`config.mk`:
```
export PLATFORM = sky130hd
export DESIGN_NAME = terrain_top_view_shade_flat
export DESIGN_NICKNAME = d
export VERILOG_FILES = /design/src/sv/tvs_pkg.sv /design/src/sv/tvs_if.sv /design/src/sv/tvs_front.sv /design/src/sv/tvs_queue.sv /design/src/sv/tvs_back.sv /design/src/sv/terrain_top_view_shade.sv /design/src/flat_wrapper.sv
export SDC_FILE = /design/constraint.sdc
export NUM_CORES = 2
export LEC_CHECK = 0
export ABC_CLOCK_PERIOD_IN_PS = 9700
export BUFFER_PORTS_ARGS = -buffer_cell sky130_fd_sc_hd__buf_2
export CORE_MARGIN = 4
export CORE_UTILIZATION = 25
export DETAILED_ROUTE_END_ITERATION = 8
export PLACE_DENSITY = 0.37
export SLEW_MARGIN = 20
export SYNTH_ARGS = -nofsm -noshare
export SYNTH_HDL_FRONTEND = slang
export SYNTH_SLANG_ARGS = --single-unit
```
`constraint.sdc`:
```
create_clock -name clock -period 9.7 [get_ports clock]
set_input_delay 1.94 -clock clock [delete_from_list [all_inputs] [get_ports clock]]
set_output_delay 1.94 -clock clock [all_outputs]
set_load 0.02 [all_outputs]
```
`src/sv/tvs_pkg.sv`:
```
`timescale 1ns / 1ps
`default_nettype none

package tvs_pkg;

   // Field widths
   localparam int SOIL_W   = 18;
   localparam int HEIGHT_W = 20;
   localparam int DEPTH_W  = 16;
   localparam int CHAN_W   = 8;
   localparam int NUM_CH   = 3;
   localparam int SPAN_W   = 16;  // position within one height segment, 0..40960
   localparam int ALPHA_W  = 14;  // alpha scaled by 9216
   localparam int PROD_W   = 23;  // slope times span
   localparam int QUOT_W   = 11;  // product over 4096
   localparam int RECIP_W  = 25;  // quotient times reciprocal of ten
   localparam int MIX_W    = 22;  // blend numerator
   localparam int SCALE_W  = 12;  // blend numerator over 1024
   localparam int NINTH_W  = 24;  // scaled times reciprocal of nine

   // Thresholds
   localparam logic [SOIL_W-1:0]   ROCK_LIMIT = 18'd20;
   localparam logic [HEIGHT_W-1:0] H_LOW      = 20'd40960;
   localparam logic [HEIGHT_W-1:0] H_SEG      = 20'd40960;
   localparam logic [HEIGHT_W-1:0] H_TOP      = 20'd81920;
   localparam logic [SPAN_W-1:0]   SPAN_FULL  = 16'd40960;
   localparam logic [DEPTH_W-1:0]  A_KNEE     = 16'd204;
   localparam logic [DEPTH_W-1:0]  A_FULL     = 16'd2048;
   localparam logic [ALPHA_W-1:0]  A_ONE      = 14'd9216;
   localparam logic [ALPHA_W-1:0]  A_RAMP     = 14'd27;
   localparam logic [12:0]         A_OFFSET   = 13'd2560;

   // Division helpers: ceiling bias for 40960, reciprocals of ten and nine
   localparam logic [PROD_W-1:0]  SEG_BIAS   = 23'd40959;
   localparam logic [RECIP_W-1:0] RECIP_TEN  = 25'd6554;
   localparam logic [NINTH_W-1:0] RECIP_NINE = 24'd7282;

   // Colour tables, indexed [segment][channel] with red, green, blue in order
   localparam logic [CHAN_W-1:0] SEG_BASE [2][NUM_CH] = '{
      '{8'd60,  8'd120, 8'd60},
      '{8'd110, 8'd95,  8'd50}
   };
   localparam logic [CHAN_W-1:0] SEG_SLOPE [2][NUM_CH] = '{
      '{8'd50, 8'd25, 8'd10},
      '{8'd70, 8'd85, 8'd130}
   };
   localparam logic SEG_DOWN [2][NUM_CH] = '{
      '{1'b0, 1'b1, 1'b1},
      '{1'b0, 1'b0, 1'b0}
   };
   localparam logic [CHAN_W-1:0] ROCK_RGB  [NUM_CH] = '{8'd135, 8'd125, 8'd125};
   localparam logic [CHAN_W-1:0] WATER_RGB [NUM_CH] = '{8'd30,  8'd90,  8'd220};

   // Classified cell, handed from front to back
   typedef struct packed {
      logic               rock;
      logic               upper;
      logic [SPAN_W-1:0]  span;
      logic [ALPHA_W-1:0] alpha;
   } cls_type;

   typedef struct packed {
      logic                         rock;
      logic                         upper;
      logic [ALPHA_W-1:0]           alpha;
      logic [NUM_CH-1:0][PROD_W-1:0] prod;
   } prod_stage_type;

   typedef struct packed {
      logic [ALPHA_W-1:0]            alpha;
      logic [NUM_CH-1:0][CHAN_W-1:0] land;
   } land_stage_type;

   typedef struct packed {
      logic [NUM_CH-1:0][SCALE_W-1:0] scaled;
   } mix_stage_type;

   typedef struct packed {
      logic [NUM_CH-1:0][CHAN_W-1:0] rgb;
   } pix_stage_type;

   // Status seen by the top level
   typedef struct packed {
      logic       front_valid;
      logic [1:0] queue_fill;
   } status_type;

endpackage

`default_nettype wire

```
`src/sv/tvs_if.sv`:
```
`timescale 1ns / 1ps
`default_nettype none

interface tvs_req_if;
   logic                          valid;
   logic                          ready;
   logic [tvs_pkg::SOIL_W-1:0]    soil_thickness;
   logic [tvs_pkg::HEIGHT_W-1:0]  surface_height;
   logic [tvs_pkg::DEPTH_W-1:0]   flood_depth;

   modport source (output valid, soil_thickness, surface_height, flood_depth, input ready);
   modport sink   (input valid, soil_thickness, surface_height, flood_depth, output ready);
endinterface

interface tvs_rsp_if;
   logic                        valid;
   logic                        ready;
   logic [tvs_pkg::CHAN_W-1:0]  red;
   logic [tvs_pkg::CHAN_W-1:0]  green;
   logic [tvs_pkg::CHAN_W-1:0]  blue;

   modport source (output valid, red, green, blue, input ready);
   modport sink   (input valid, red, green, blue, output ready);
endinterface

`default_nettype wire

```
`src/sv/tvs_front.sv`:
```
`timescale 1ns / 1ps
`default_nettype none

module tvs_front (
   input  wire logic         clock,
   input  wire logic         reset,
   tvs_req_if.sink           req_bus,
   output logic              push_valid,
   output tvs_pkg::cls_type  push_data,
   input  wire logic         push_ready
);

   logic             valid_ff;
   logic             valid_in;
   tvs_pkg::cls_type data_ff;
   tvs_pkg::cls_type data_in;
   logic [tvs_pkg::HEIGHT_W-1:0] rise;
   logic                         take;

   assign req_bus.ready = !valid_ff || push_ready;
   assign take          = req_bus.valid && req_bus.ready;
   assign push_valid    = valid_ff;
   assign push_data     = data_ff;

   // Classify: rock test, height segment and alpha
   always_comb begin
      rise = (req_bus.surface_height > tvs_pkg::H_LOW) ?
             req_bus.surface_height - tvs_pkg::H_LOW : '0;
      data_in.rock = req_bus.soil_thickness <= tvs_pkg::ROCK_LIMIT;
      if (rise >= tvs_pkg::H_TOP) begin
         data_in.upper = 1'b1;
         data_in.span  = tvs_pkg::SPAN_FULL;
      end else if (rise >= tvs_pkg::H_SEG) begin
         data_in.upper = 1'b1;
         data_in.span  = tvs_pkg::SPAN_W'(rise - tvs_pkg::H_SEG);
      end else begin
         data_in.upper = 1'b0;
         data_in.span  = tvs_pkg::SPAN_W'(rise);
      end
      if (req_bus.flood_depth <= tvs_pkg::A_KNEE) begin
         data_in.alpha = tvs_pkg::ALPHA_W'(req_bus.flood_depth[7:0]) * tvs_pkg::A_RAMP;
      end else if (req_bus.flood_depth < tvs_pkg::A_FULL) begin
         data_in.alpha = {13'(req_bus.flood_depth[10:0]) + tvs_pkg::A_OFFSET, 1'b0};
      end else begin
         data_in.alpha = tvs_pkg::A_ONE;
      end
   end

   always_comb begin
      valid_in = valid_ff;
      if (take) begin
         valid_in = 1'b1;
      end else if (push_ready) begin
         valid_in = 1'b0;
      end
   end

   always_ff @(posedge clock) begin
      if (reset) begin
         valid_ff <= 1'b0;
      end else begin
         valid_ff <= valid_in;
      end
   end

   always_ff @(posedge clock) begin
      if (take) begin
         data_ff <= data_in;
      end
   end

endmodule

`default_nettype wire

```
`src/sv/tvs_queue.sv`:
```
`timescale 1ns / 1ps
`default_nettype none

module tvs_queue (
   input  wire logic              clock,
   input  wire logic              reset,
   input  wire logic              in_valid,
   input  wire tvs_pkg::cls_type  in_data,
   output logic                   in_ready,
   output logic                   out_valid,
   output tvs_pkg::cls_type       out_data,
   input  wire logic              out_ready,
   output logic [1:0]             fill
);

   tvs_pkg::cls_type slot_ff [2];
   logic       wr_ptr_ff, wr_ptr_in;
   logic       rd_ptr_ff, rd_ptr_in;
   logic [1:0] count_ff, count_in;
   logic       push, pop;

   assign in_ready  = count_ff != 2'd2;
   assign out_valid = count_ff != 2'd0;
   assign out_data  = slot_ff[rd_ptr_ff];
   assign fill      = count_ff;
   assign push      = in_valid && in_ready;
   assign pop       = out_valid && out_ready;

   always_comb begin
      wr_ptr_in = push ? !wr_ptr_ff : wr_ptr_ff;
      rd_ptr_in = pop  ? !rd_ptr_ff : rd_ptr_ff;
      unique case ({push, pop})
         2'b10:   count_in = count_ff + 2'd1;
         2'b01:   count_in = count_ff - 2'd1;
         default: count_in = count_ff;
      endcase
   end

   always_ff @(posedge clock) begin
      if (reset) begin
         wr_ptr_ff <= 1'b0;
         rd_ptr_ff <= 1'b0;
         count_ff  <= 2'd0;
      end else begin
         wr_ptr_ff <= wr_ptr_in;
         rd_ptr_ff <= rd_ptr_in;
         count_ff  <= count_in;
      end
   end

   always_ff @(posedge clock) begin
      if (push) begin
         slot_ff[wr_ptr_ff] <= in_data;
      end
   end

endmodule

`default_nettype wire

```
`src/sv/tvs_back.sv`:
```
`timescale 1ns / 1ps
`default_nettype none

module tvs_back (
   input  wire logic              clock,
   input  wire logic              reset,
   input  wire logic              pop_valid,
   input  wire tvs_pkg::cls_type  pop_data,
   output logic                   pop_ready,
   tvs_rsp_if.source              rsp_bus
);

   tvs_pkg::prod_stage_type prod_ff, prod_in;
   tvs_pkg::land_stage_type land_ff, land_in;
   tvs_pkg::mix_stage_type  mix_ff,  mix_in;
   tvs_pkg::pix_stage_type  pix_ff,  pix_in;
   logic [3:0] valid_ff, valid_in;
   logic [3:0] adv;

   logic [tvs_pkg::PROD_W-1:0]  biased [tvs_pkg::NUM_CH];
   logic [tvs_pkg::RECIP_W-1:0] tenth  [tvs_pkg::NUM_CH];
   logic [tvs_pkg::CHAN_W-1:0]  step   [tvs_pkg::NUM_CH];
   logic [tvs_pkg::MIX_W-1:0]   mix    [tvs_pkg::NUM_CH];
   logic [tvs_pkg::NINTH_W-1:0] ninth  [tvs_pkg::NUM_CH];
   logic                        down   [tvs_pkg::NUM_CH];

   // Advance a stage when it is empty or the next one advances
   assign adv[3] = !valid_ff[3] || rsp_bus.ready;
   assign adv[2] = !valid_ff[2] || adv[3];
   assign adv[1] = !valid_ff[1] || adv[2];
   assign adv[0] = !valid_ff[0] || adv[1];
   assign pop_ready = adv[0];

   assign rsp_bus.valid = valid_ff[3];
   assign rsp_bus.red   = pix_ff.rgb[0];
   assign rsp_bus.green = pix_ff.rgb[1];
   assign rsp_bus.blue  = pix_ff.rgb[2];

   always_comb begin
      prod_in.rock  = pop_data.rock;
      prod_in.upper = pop_data.upper;
      prod_in.alpha = pop_data.alpha;
      for (int i = 0; i < tvs_pkg::NUM_CH; i++) begin
         prod_in.prod[i] = tvs_pkg::PROD_W'(tvs_pkg::SEG_SLOPE[pop_data.upper][i]) *
                           tvs_pkg::PROD_W'(pop_data.span);
      end
   end

   // Falling channels round the step up so that base minus step floors
   always_comb begin
      land_in.alpha = prod_ff.alpha;
      for (int i = 0; i < tvs_pkg::NUM_CH; i++) begin
         down[i]   = tvs_pkg::SEG_DOWN[prod_ff.upper][i];
         biased[i] = prod_ff.prod[i] + (down[i] ? tvs_pkg::SEG_BIAS : '0);
         tenth[i]  = tvs_pkg::RECIP_W'(biased[i][tvs_pkg::PROD_W-1:12]) * tvs_pkg::RECIP_TEN;
         step[i]   = tenth[i][23:16];
         if (prod_ff.rock) begin
            land_in.land[i] = tvs_pkg::ROCK_RGB[i];
         end else if (down[i]) begin
            land_in.land[i] = tvs_pkg::SEG_BASE[prod_ff.upper][i] - step[i];
         end else begin
            land_in.land[i] = tvs_pkg::SEG_BASE[prod_ff.upper][i] + step[i];
         end
      end
   end

   always_comb begin
      for (int i = 0; i < tvs_pkg::NUM_CH; i++) begin
         mix[i] = tvs_pkg::MIX_W'(tvs_pkg::A_ONE - land_ff.alpha) *
                  tvs_pkg::MIX_W'(land_ff.land[i]) +
                  tvs_pkg::MIX_W'(land_ff.alpha) * tvs_pkg::MIX_W'(tvs_pkg::WATER_RGB[i]);
         mix_in.scaled[i] = mix[i][tvs_pkg::MIX_W-1:10];
      end
   end

   // Finish the division by 9216 with a reciprocal of nine
   always_comb begin
      for (int i = 0; i < tvs_pkg::NUM_CH; i++) begin
         ninth[i]      = tvs_pkg::NINTH_W'(mix_ff.scaled[i]) * tvs_pkg::RECIP_NINE;
         pix_in.rgb[i] = ninth[i][23:16];
      end
   end

   always_comb begin
      valid_in[0] = adv[0] ? pop_valid   : valid_ff[0];
      valid_in[1] = adv[1] ? valid_ff[0] : valid_ff[1];
      valid_in[2] = adv[2] ? valid_ff[1] : valid_ff[2];
      valid_in[3] = adv[3] ? valid_ff[2] : valid_ff[3];
   end

   always_ff @(posedge clock) begin
      if (reset) begin
         valid_ff <= '0;
      end else begin
         valid_ff <= valid_in;
      end
   end

   always_ff @(posedge clock) begin
      if (adv[0]) begin
         prod_ff <= prod_in;
      end
      if (adv[1]) begin
         land_ff <= land_in;
      end
      if (adv[2]) begin
         mix_ff <= mix_in;
      end
      if (adv[3]) begin
         pix_ff <= pix_in;
      end
   end

endmodule

`default_nettype wire

```
`src/sv/terrain_top_view_shade.sv`:
```
`timescale 1ns / 1ps
`default_nettype none

// Top-down terrain shader: one RGB pixel for each map cell.
// req_bus carries a cell (soil_thickness, surface_height, flood_depth, all
// unsigned in 1/4096 m); rsp_bus returns red, green and blue, 8 bits each.
// Both channels move a transaction on a rising edge with valid and ready high.
// Exactly one response leaves for every request, in request order.
// A response is first offered once its request has passed the front register,
// the queue and the back pipeline registers. Throughput: one cell per clock, held
// for as long as the receiver keeps ready high.
// The front register classifies the cell (rock test, height segment, water
// alpha) and feeds a two-entry queue; the back pipeline runs three arithmetic
// stages and an output register.
// When the receiver stalls, the back pipeline fills first, then the queue,
// then the front register, and only then does req_bus.ready drop.
// Synchronous reset empties the front register, queue and pipeline; no
// response is pending after it. There is no configuration.

module terrain_top_view_shade (
   input  wire logic  clock,
   input  wire logic  reset,
   tvs_req_if.sink    req_bus,
   tvs_rsp_if.source  rsp_bus
);

   logic                 push_valid;
   logic                 push_ready;
   tvs_pkg::cls_type     push_data;
   logic                 pop_valid;
   logic                 pop_ready;
   tvs_pkg::cls_type     pop_data;
   tvs_pkg::status_type  status;

   // Front: accept and classify
   tvs_front u_front (
      .clock      (clock),
      .reset      (reset),
      .req_bus    (req_bus),
      .push_valid (push_valid),
      .push_data  (push_data),
      .push_ready (push_ready)
   );

   // Decouple front and back so each can stall on its own
   tvs_queue u_queue (
      .clock     (clock),
      .reset     (reset),
      .in_valid  (push_valid),
      .in_data   (push_data),
      .in_ready  (push_ready),
      .out_valid (pop_valid),
      .out_data  (pop_data),
      .out_ready (pop_ready),
      .fill      (status.queue_fill)
   );

   assign status.front_valid = push_valid;

   // Back: land colour, water blend, output register
   tvs_back u_back (
      .clock     (clock),
      .reset     (reset),
      .pop_valid (pop_valid),
      .pop_data  (pop_data),
      .pop_ready (pop_ready),
      .rsp_bus   (rsp_bus)
   );

`ifndef NO_ASSERTIONS
   // The queue never claims more than its two slots
   a_queue_bound: assert property (@(posedge clock) disable iff (reset)
      status.queue_fill != 2'd3)
      else $error("queue fill exceeds capacity");

   // A taken request always lands in the front register
   a_front_load: assert property (@(posedge clock) disable iff (reset)
      (req_bus.valid && req_bus.ready) |=> status.front_valid)
      else $error("accepted transaction lost at front");

   // A stalled front item stays put until the queue takes it
   a_front_hold: assert property (@(posedge clock) disable iff (reset)
      (status.front_valid && status.queue_fill == 2'd2 && !pop_ready)
      |=> status.front_valid && $stable(push_data))
      else $error("front transaction dropped while queue full");

   // Reset leaves nothing in flight
   a_reset_empty: assert property (@(posedge clock)
      reset |=> !rsp_bus.valid && !status.front_valid && status.queue_fill == 2'd0)
      else $error("transaction pending after reset");
`endif

endmodule

`default_nettype wire
```
`src/flat_wrapper.sv`:
```
// flat-port wrapper written by rule: the top's interface ports become plain ports
module terrain_top_view_shade_flat 
  (clock, reset, req_bus_valid, req_bus_soil_thickness, req_bus_surface_height, req_bus_flood_depth, req_bus_ready, rsp_bus_valid, rsp_bus_red, rsp_bus_green, rsp_bus_blue, rsp_bus_ready);
  tvs_req_if req_bus_i ();
  tvs_rsp_if rsp_bus_i ();
  input  wire logic clock;
  input  wire logic reset;
  input wire logic [$bits(req_bus_i.valid)-1:0] req_bus_valid;
  input wire logic [$bits(req_bus_i.soil_thickness)-1:0] req_bus_soil_thickness;
  input wire logic [$bits(req_bus_i.surface_height)-1:0] req_bus_surface_height;
  input wire logic [$bits(req_bus_i.flood_depth)-1:0] req_bus_flood_depth;
  output wire logic [$bits(req_bus_i.ready)-1:0] req_bus_ready;
  output wire logic [$bits(rsp_bus_i.valid)-1:0] rsp_bus_valid;
  output wire logic [$bits(rsp_bus_i.red)-1:0] rsp_bus_red;
  output wire logic [$bits(rsp_bus_i.green)-1:0] rsp_bus_green;
  output wire logic [$bits(rsp_bus_i.blue)-1:0] rsp_bus_blue;
  input wire logic [$bits(rsp_bus_i.ready)-1:0] rsp_bus_ready;
  assign req_bus_i.valid = req_bus_valid;
  assign req_bus_i.soil_thickness = req_bus_soil_thickness;
  assign req_bus_i.surface_height = req_bus_surface_height;
  assign req_bus_i.flood_depth = req_bus_flood_depth;
  assign req_bus_ready = req_bus_i.ready;
  assign rsp_bus_valid = rsp_bus_i.valid;
  assign rsp_bus_red = rsp_bus_i.red;
  assign rsp_bus_green = rsp_bus_i.green;
  assign rsp_bus_blue = rsp_bus_i.blue;
  assign rsp_bus_i.ready = rsp_bus_ready;
  terrain_top_view_shade u_core (.clock(clock), .reset(reset), .req_bus(req_bus_i), .rsp_bus(rsp_bus_i));
endmodule
```
==> results by group <==
Global route
  – Vias in the first global route: 33000
  – Gr ovfl total: 0
  – First-pass GRT wire length: 182000 um
  – Largest net degree at the start of global routing: 57
  – Antenna violations before repair: 5
  – Total GRT Usage: 11.9%

Synth
  – Simple-gate share of the synthesized area: 9.99%
  – Ys flop type: edfxtp_1
  – Most frequent cell after synthesis: inv_1
  – Post-synth ARST share: 0%
  – Combinational family with the most area after synthesis: adder cells
  – Commonest cells in the synthesized netlist: inv_1, ha_1, fa_1
  – Share of the synthesized area in the top cell type: 28.7%
  – Synth area leader: fa_1
  – Yosys reg bits: 274
  – Post-Synth Adder-Cell Area: 50.7%
  – Post-synth EDFFs: 264
  – Synthesis Warnings: 0
  – Synth Area in Compound Gates: 7.02%
  – Cell variety after synth: 88
  – Sequential share of the synthesized area: 17.5%
  – Xor-xnor portion of the synthesized cell area: 5.01%
  – Mux share of post-synthesis cell area: 0.848%
  – Netlist Area Pre-Place: 46400 um^2
  – Syn Inst Count: 4581
  – Synth area leaders: fa_1, ha_1, edfxtp_1, inv_1, xnor2_1
  – Mean Syn Cell Area: 10.1 um^2

Timing
  – Final Hold Viols: 0
  – Slew @ Worst Pin: 0.995 ns
  – Fmax: 113 MHz
  – Fin crit share: 91.4%
  – Final setup viols: 0
  – Worst rel slew slack: 33.6%
  – RSZ-0062 raised after global routing: no
  – Period minus WS final: 8.87 ns
  – Clock Skew: 0.0270 ns
  – Final slew viol count: 0
  – Setup TNS: 0 ns

Worst setup path
  – Worst R2R Setup Slack: 0.83 ns
  – CP startpoint kind: flop
  – Crit path max-delay family: adder cells
  – CP required: 10.05 ns
  – Crit path buf inv count: 5
  – CP max stage delay: 0.54 ns
  – RR Startpoint: u_core.u_back.prod_ff[83]
  – Crit-path max FO: 11
  – CP endpoint kind: flop
  – Crit-path slowest cell: fa_1
  – Arr. time, crit path: 9.21 ns
  – Setup CP Type: flop to flop
  – Most used cell, CP: fa_1
  – Worst reg-to-reg path cell count: 33
  – Reg-to-reg endpoint: u_core.u_back.land_ff[23]

Routing
  – Uppermost layer routed: met4
  – Vias/cell: 4.16
  – First-iteration detailed-routing DRC count: 881
  – Antenna Nets Post-Route: 0
  – First-pass iteration count of the detailed router: 4
  – Routed WL per cell: 15.4 um
  – DR vias: 29900
  – M1 wire length: 50900 um
  – Drc violations: 0
  – Met2 wire length: 55200 um
  – DRT Wirelength: 111000 um
  – DR WL met3: 2430 um

Min path
  – Worst hold path class: flop to flop
  – Min-delay src: u_core.u_back.land_in[37]
  – Hold depth: 0
  – Hold Path Sink: u_core.u_back.land_ff[37]

Finish
  – Filler Cell Count: 19400
  – Final core utilization: 28.1%
  – Share of layout cells above drive strength 1: 5.96%
  – Area Overhead vs Synth: 11.3%
  – Total Nets Final: 6239

Clocking
  – Worst skew pair latency: 0.64 ns
  – CTS Sinks: 274
  – Cts hold-fix bufs: 0
  – Max Buffers Root-to-Sink: 3
  – Clock Pin Slew Worst Setup and Hold Paths: 0.06 ns
  – CTS buffer count: 41
  – CTS tree: done
  – Root Driver: clkbuf_16
  – CTS H-tree depth: 2

Floorplanning
  – Die Area: 192000 um^2
  – Core Rows: 157
  – DIE HEIGHT: 439 um
  – Initial core utilization: 25.2%
  – Core ar.: 184000 um^2
  – Die W: 439 um
  – Io pins: 84

Place
  – Post-DP HPWL: 94000 um
  – Gpl congestion: 0.780
  – Port Buffers: 83

Outcome
  – Status: finished clean

Flow run
  – MaxCap Viol Count: 0
[logic make-up after synthesis]
family	Yosys count
fa+ha+maj	1479
buf+inv	1095
simple gates	937
compound gates	496
flops	274
xor+xnor	262
mux	36
other cells	2
[routing by layer]
layer,vias up,track usage [%]
li1,15000,-
met1,14700,15.6
met2,213,21.1
met3,89,1.23
met4,0,2.94
met5,-,0
[cell type report]
type	instances	area, um^2	share of cell area, %
Multi-Input combinational cell	3245	34500	66.8
Sequential cell	274	8130	15.8
Inverter	1012	3800	7.37
Tap cell	2464	3080	5.97
Clock buffer	45	1060	2.06
Timing Repair Buffer	128	753	1.46
Clock inverter	30	314	0.609
Antenna cell	1	2.50	0.00485
[what timing repair did]
| item | CTS | global route |
|---|---|---|
| buffers inserted | 0 | 5 |
| gates resized for setup | 0 | 4 |
| setup endpoints to repair | 0 | 9 |
| endpoints found under the hold margin | 0 | 0 |
[sequential cells by signal, indices dropped and copies added, names as in the netlist, 2 cells and up, named ones only]
register and count:
u_core.u_queue.fill 2, u_core.u_back.land_in 14, u_core.u_back.rsp_bus.red 8, u_core.u_back.valid_ff 4
u_core.u_back.prod_ff 56, u_core.u_front.push_data 32, u_core.u_back.land_ff 38, u_core.u_queue.slot_ff 64
u_core.u_back.mix_ff 36, u_core.u_back.rsp_bus.green 8, u_core.u_back.rsp_bus.blue 8
[how the worst max path moves through the flow]
stage	from	depth (start not counted)	end
after floorplan	u_core.u_back.prod_ff[83]	34	u_core.u_back.land_ff[15]
after global placement	u_core.u_back.prod_ff[83]	33	u_core.u_back.land_ff[14]
after detailed placement	u_core.u_back.prod_ff[83]	33	u_core.u_back.land_ff[14]
after CTS	u_core.u_back.prod_ff[83]	33	u_core.u_back.land_ff[14]
after global routing	u_core.u_back.prod_ff[83]	35	u_core.u_back.land_ff[23]
final	u_core.u_back.prod_ff[83]	33	u_core.u_back.land_ff[23]
[layout by cell type, fill, tap and decap left out, types with 45 or more instances in the layout]
master,synthesis,final
fa_1,665,665
inv_1,1011,1010
and2_1,210,209
nand3_1,61,61
o21ai_0,90,90
a21oi_1,151,150
buf_4,0,45
buf_2,1,83
edfxtp_1,264,264
ha_1,814,814
nor2_1,137,136
xnor2_1,184,170
xor2_1,75,75
nand2_1,322,320
nor3_1,57,57
a21o_1,60,60
[through the flow]
stage | hold WS (ns) | area (um^2) | instances | worst slack [ns]
2_1_floorplan | 0.400 | 46500 | 4614 | 0.530
3_3_place_gp | 0.404 | 50200 | 7118 | 0.502
3_5_place_dp | 0.407 | 50200 | 7118 | 0.441
4_1_cts | 0.410 | 51500 | 7193 | 0.359
5_1_grt | 0.433 | 51600 | 7199 | 0.0828
6_report | 0.406 | 51600 | 7199 | 0.834
Power is not shown: default switching activity piles up to over one toggle a cycle in this logic, so the estimate is an artifact.
